`config.mk`:
```
export PLATFORM = sky130hd
export DESIGN_NAME = tcw_mac
export DESIGN_NICKNAME = d
export VERILOG_FILES = /design/src/hdl/tcw_mac.sv
export SDC_FILE = /design/constraint.sdc
export NUM_CORES = 1
export LEC_CHECK = 0
export BUFFER_PORTS_ARGS = -buffer_cell sky130_fd_sc_hd__buf_4
export CAP_MARGIN = 5
export CORE_MARGIN = 2
export CORE_UTILIZATION = 53
export DETAILED_ROUTE_END_ITERATION = 16
export PLACE_DENSITY = 0.89
export SKIP_LAST_GASP = 1
export SLEW_MARGIN = 0
export SYNTH_ARGS = -nofsm -noshare
export SYNTH_HDL_FRONTEND = slang
export SYNTH_SLANG_ARGS = --single-unit
```
`constraint.sdc`:
```
create_clock -name clock -period 4.5 [get_ports clock]
set_clock_uncertainty 0.1 [all_clocks]
set_input_delay 0.9 -clock clock [delete_from_list [all_inputs] [get_ports clock]]
set_output_delay 0.9 -clock clock [all_outputs]
set_load 0.01 [all_outputs]
```
`src/hdl/tcw_mac.sv`:
```
// registered a * b + c, shared by every address and size product
module tcw_mac #(
   parameter int OPA_W = 7,
   parameter int OPB_W = 8,
   parameter int OPC_W = 8,
   parameter int RES_W = 15
) (
   input  logic             clock,
   input  logic [OPA_W-1:0] op_a,
   input  logic [OPB_W-1:0] op_b,
   input  logic [OPC_W-1:0] op_c,
   output logic [RES_W-1:0] result
);

   logic [RES_W-1:0] result_ff;
   logic [RES_W-1:0] result_in;

   assign result_in = RES_W'(op_a) * RES_W'(op_b) + RES_W'(op_c);
   assign result = result_ff;

   always_ff @(posedge clock) begin
      result_ff <= result_in;
   end

endmodule

```
==> flow_summary.yaml <==
clocking:
  cts_made_buffers: 3
  clkSinkCount: 15
  cts_hold_buf: 0
  clk_pin_slew_worst_paths_ns: 0.07
  cts_buffer_depth: 2
  cts_root_buf: "clkbuf_8"
  cts_max_level: 1
  cts_tree: "done"
pwr:
  vdd_drop_max_uv: 362
  powerDensity_mw_per_mm2: 545
  p_leak_nw: 1.64
  p_total_w: 0.00174
cells_and_area:
  final_core_util_pct: 72.9
  antenna_cells: 0
  syn2layout_area_growth_pct: 31.3
  fin_nets: 433
  final_cell_mix: "buf_4, inv_1, fa_1, ha_1, and2_1"
  drive_above_1_share_pct: 29.2
  largest_reg_flops: 15
  finalNonFillerCells: 388
  final_common_cell: "buf_4"
routing:
  post-route-drc-count: 0
  first_pass_iters: 4
  dr.first_iter.drc_count: 60
  wl_per_cell_um: 14.0
  num_vias: 2011
  via_per_inst: 5.18
  wirelength_um: 5440
  antenna_left: 0
worst_setup_path:
  worstSetupStartpointType: "input pin"
  critPathArrivalTime_ns: 4.50
  crit_path_start: "op_a[3]"
  crit_required_ns: 4.54
  cp-end-kind: "register"
  critPathKind: "in2reg"
  crit_fanout: 5
grt:
  grt_pass1_wl_um: 9200
  grt_antenna_before_repair: 0
  grt_usage_pct: 22.4
  grt_overflow_total: 0
  grt_max_degree: 11
  grt_pass1_vias: 2202
logic_synthesis:
  syn_area_mm2: 0.00243
  yosysSeqAreaShare_pct: 12.3
  async_reset_ff_share_pct: 0
  yosysWarnings: 0
  synth.avg_cell_area_um2: 9.14
  synthCells: 266
  synth_nets: 362
  synth_edf_count: 0
  yosys_register_bits: 15
  synthDistinctLibCells: 36
  synth_ff_type: "dfxtp_1"
die:
  fp.dieArea_mm2: 0.00515
  fp.dieW_um: 71.7
  start_util_pct: 55.5
  die_h_um: 71.7
  row_count: 24
  io_pins: 39
  core_mm2: 0.00438
sta:
  final.min_clock_period_ns: 4.46
  rsz0062_at_grt: "true"
  whs_ns: 0.764
  report.final.slew_viol_count: 0
  max_slew.worst_pin.slew_ns: 0.371
  final-setup-viol-count: 0
  hold_viol: 0
  slew_headroom_pct: 75.2
  min_period_over_period_pct: 99.1
  max_freq_mhz: 224
place:
  placed_cells: 383
  gp_congestion: 0.819
  portBuffers: 38
  hpwl_um: 4740
min_path:
  min_path_type: "in2reg"
  worstHoldStart: "op_c[0]"
flow_run:
  cap_violations: 0
status:
  status: "finished clean"
synthesized netlist by cell type, types with 2 or more instances:
library cell | number | area [um^2]
dfxtp_1 | 15 | 300
a31oi_1 | 3 | 18.8
nor2b_1 | 3 | 18.8
nor2_1 | 7 | 26.3
o21ai_0 | 4 | 20.0
ha_1 | 35 | 438
xor2_1 | 2 | 17.5
inv_1 | 55 | 206
xnor2_1 | 8 | 70.1
and2_1 | 33 | 206
nand3_1 | 2 | 10.0
nor3_1 | 2 | 10.0
a211oi_1 | 3 | 22.5
a21oi_1 | 5 | 25.0
a21o_1 | 3 | 22.5
buf_2 | 2 | 10.0
nor3b_1 | 2 | 15.0
nand4_1 | 2 | 12.5
nand2_1 | 26 | 97.6
fa_1 | 37 | 741
nand2b_1 | 2 | 12.5
worst max-delay path, cell delays in order:
cell      delay, ns
buf_8          0.10
and2_4         0.15
fa_1           0.55
inv_2          0.04
fa_1           0.51
inv_1          0.05
fa_1           0.50
inv_2          0.05
fa_1           0.51
inv_2          0.05
ha_4           0.25
nand4_1        0.09
a211oi_2       0.23
and2b_2        0.28
buf_6          0.12
xnor2_1        0.11
area by class of cell:
| cell class | count | area [um^2] |
|---|---|---|
| clock buffers | 3 | 41.3 |
| inverters | 55 | 206 |
| clock inverters | 1 | 7.51 |
| multi-input cells | 193 | 2040 |
| fillers | 318 | 1190 |
| flip-flops and latches | 15 | 300 |
| repair buffers | 69 | 537 |
| well taps | 52 | 65.1 |
power breakdown:
group	internal (W)	total, W	switching [W]
combinational	0.000727	0.00141	0.000678
clock	0.0000623	0.000118	0.0000556
sequential	0.000203	0.000218	0.0000155
total	0.000993	0.00174	0.000749
per-layer routing:
| metal | vias up | GRT usage (%) | routed length [um] |
|---|---|---|---|
| li1 | 968 | - | - |
| met2 | 37 | 43.9 | 3080 |
| met1 | 996 | 26.2 | 2150 |
| met4 | 0 | 4.61 | 76 |
| met5 | - | 0 | 0 |
| met3 | 10 | 2.11 | 133 |
repair_timing:
item,4_1_cts,5_1_grt
setup buffers,0,1
pin swaps,2,18
setup endpoints to repair,4,7
gates resized for setup,4,15
cloned,0,0
cells by family (layout without fill, tap and decap cells):
logic type | count (synthesis) | count (layout) | synth area share [%]
DFF | 15 | 15 | 12.3
and+or+nand+nor | 84 | 84 | 18.4
xor gates and xnor gates | 10 | 10 | 3.60
AOI/OAI and AO/OA | 27 | 27 | 8.13
buffers and inverters | 58 | 128 | 9.05
adders and majority gates | 72 | 72 | 48.5
through the flow:
stage / setup TNS, ns / worst slack (ns) / instance area (um^2)
2_1_floorplan: -0.00269 / -0.00269 / 2490
3_3_place_gp: -0.839 / -0.212 / 3050
3_5_place_dp: -1.67 / -0.421 / 3050
4_1_cts: -0.0134 / -0.0134 / 3120
5_1_grt: -0.199 / -0.0776 / 3190
6_report: 0 / 0.0421 / 3190
worst paths after layout:
path	cells past startpoint	slack, ns	endpoint
max	16	0.04	result[10]$_DFF_P_
min	2	0.76	result[0]$_DFF_P_
No activity file was read; power rests on OpenSTA's default activity.
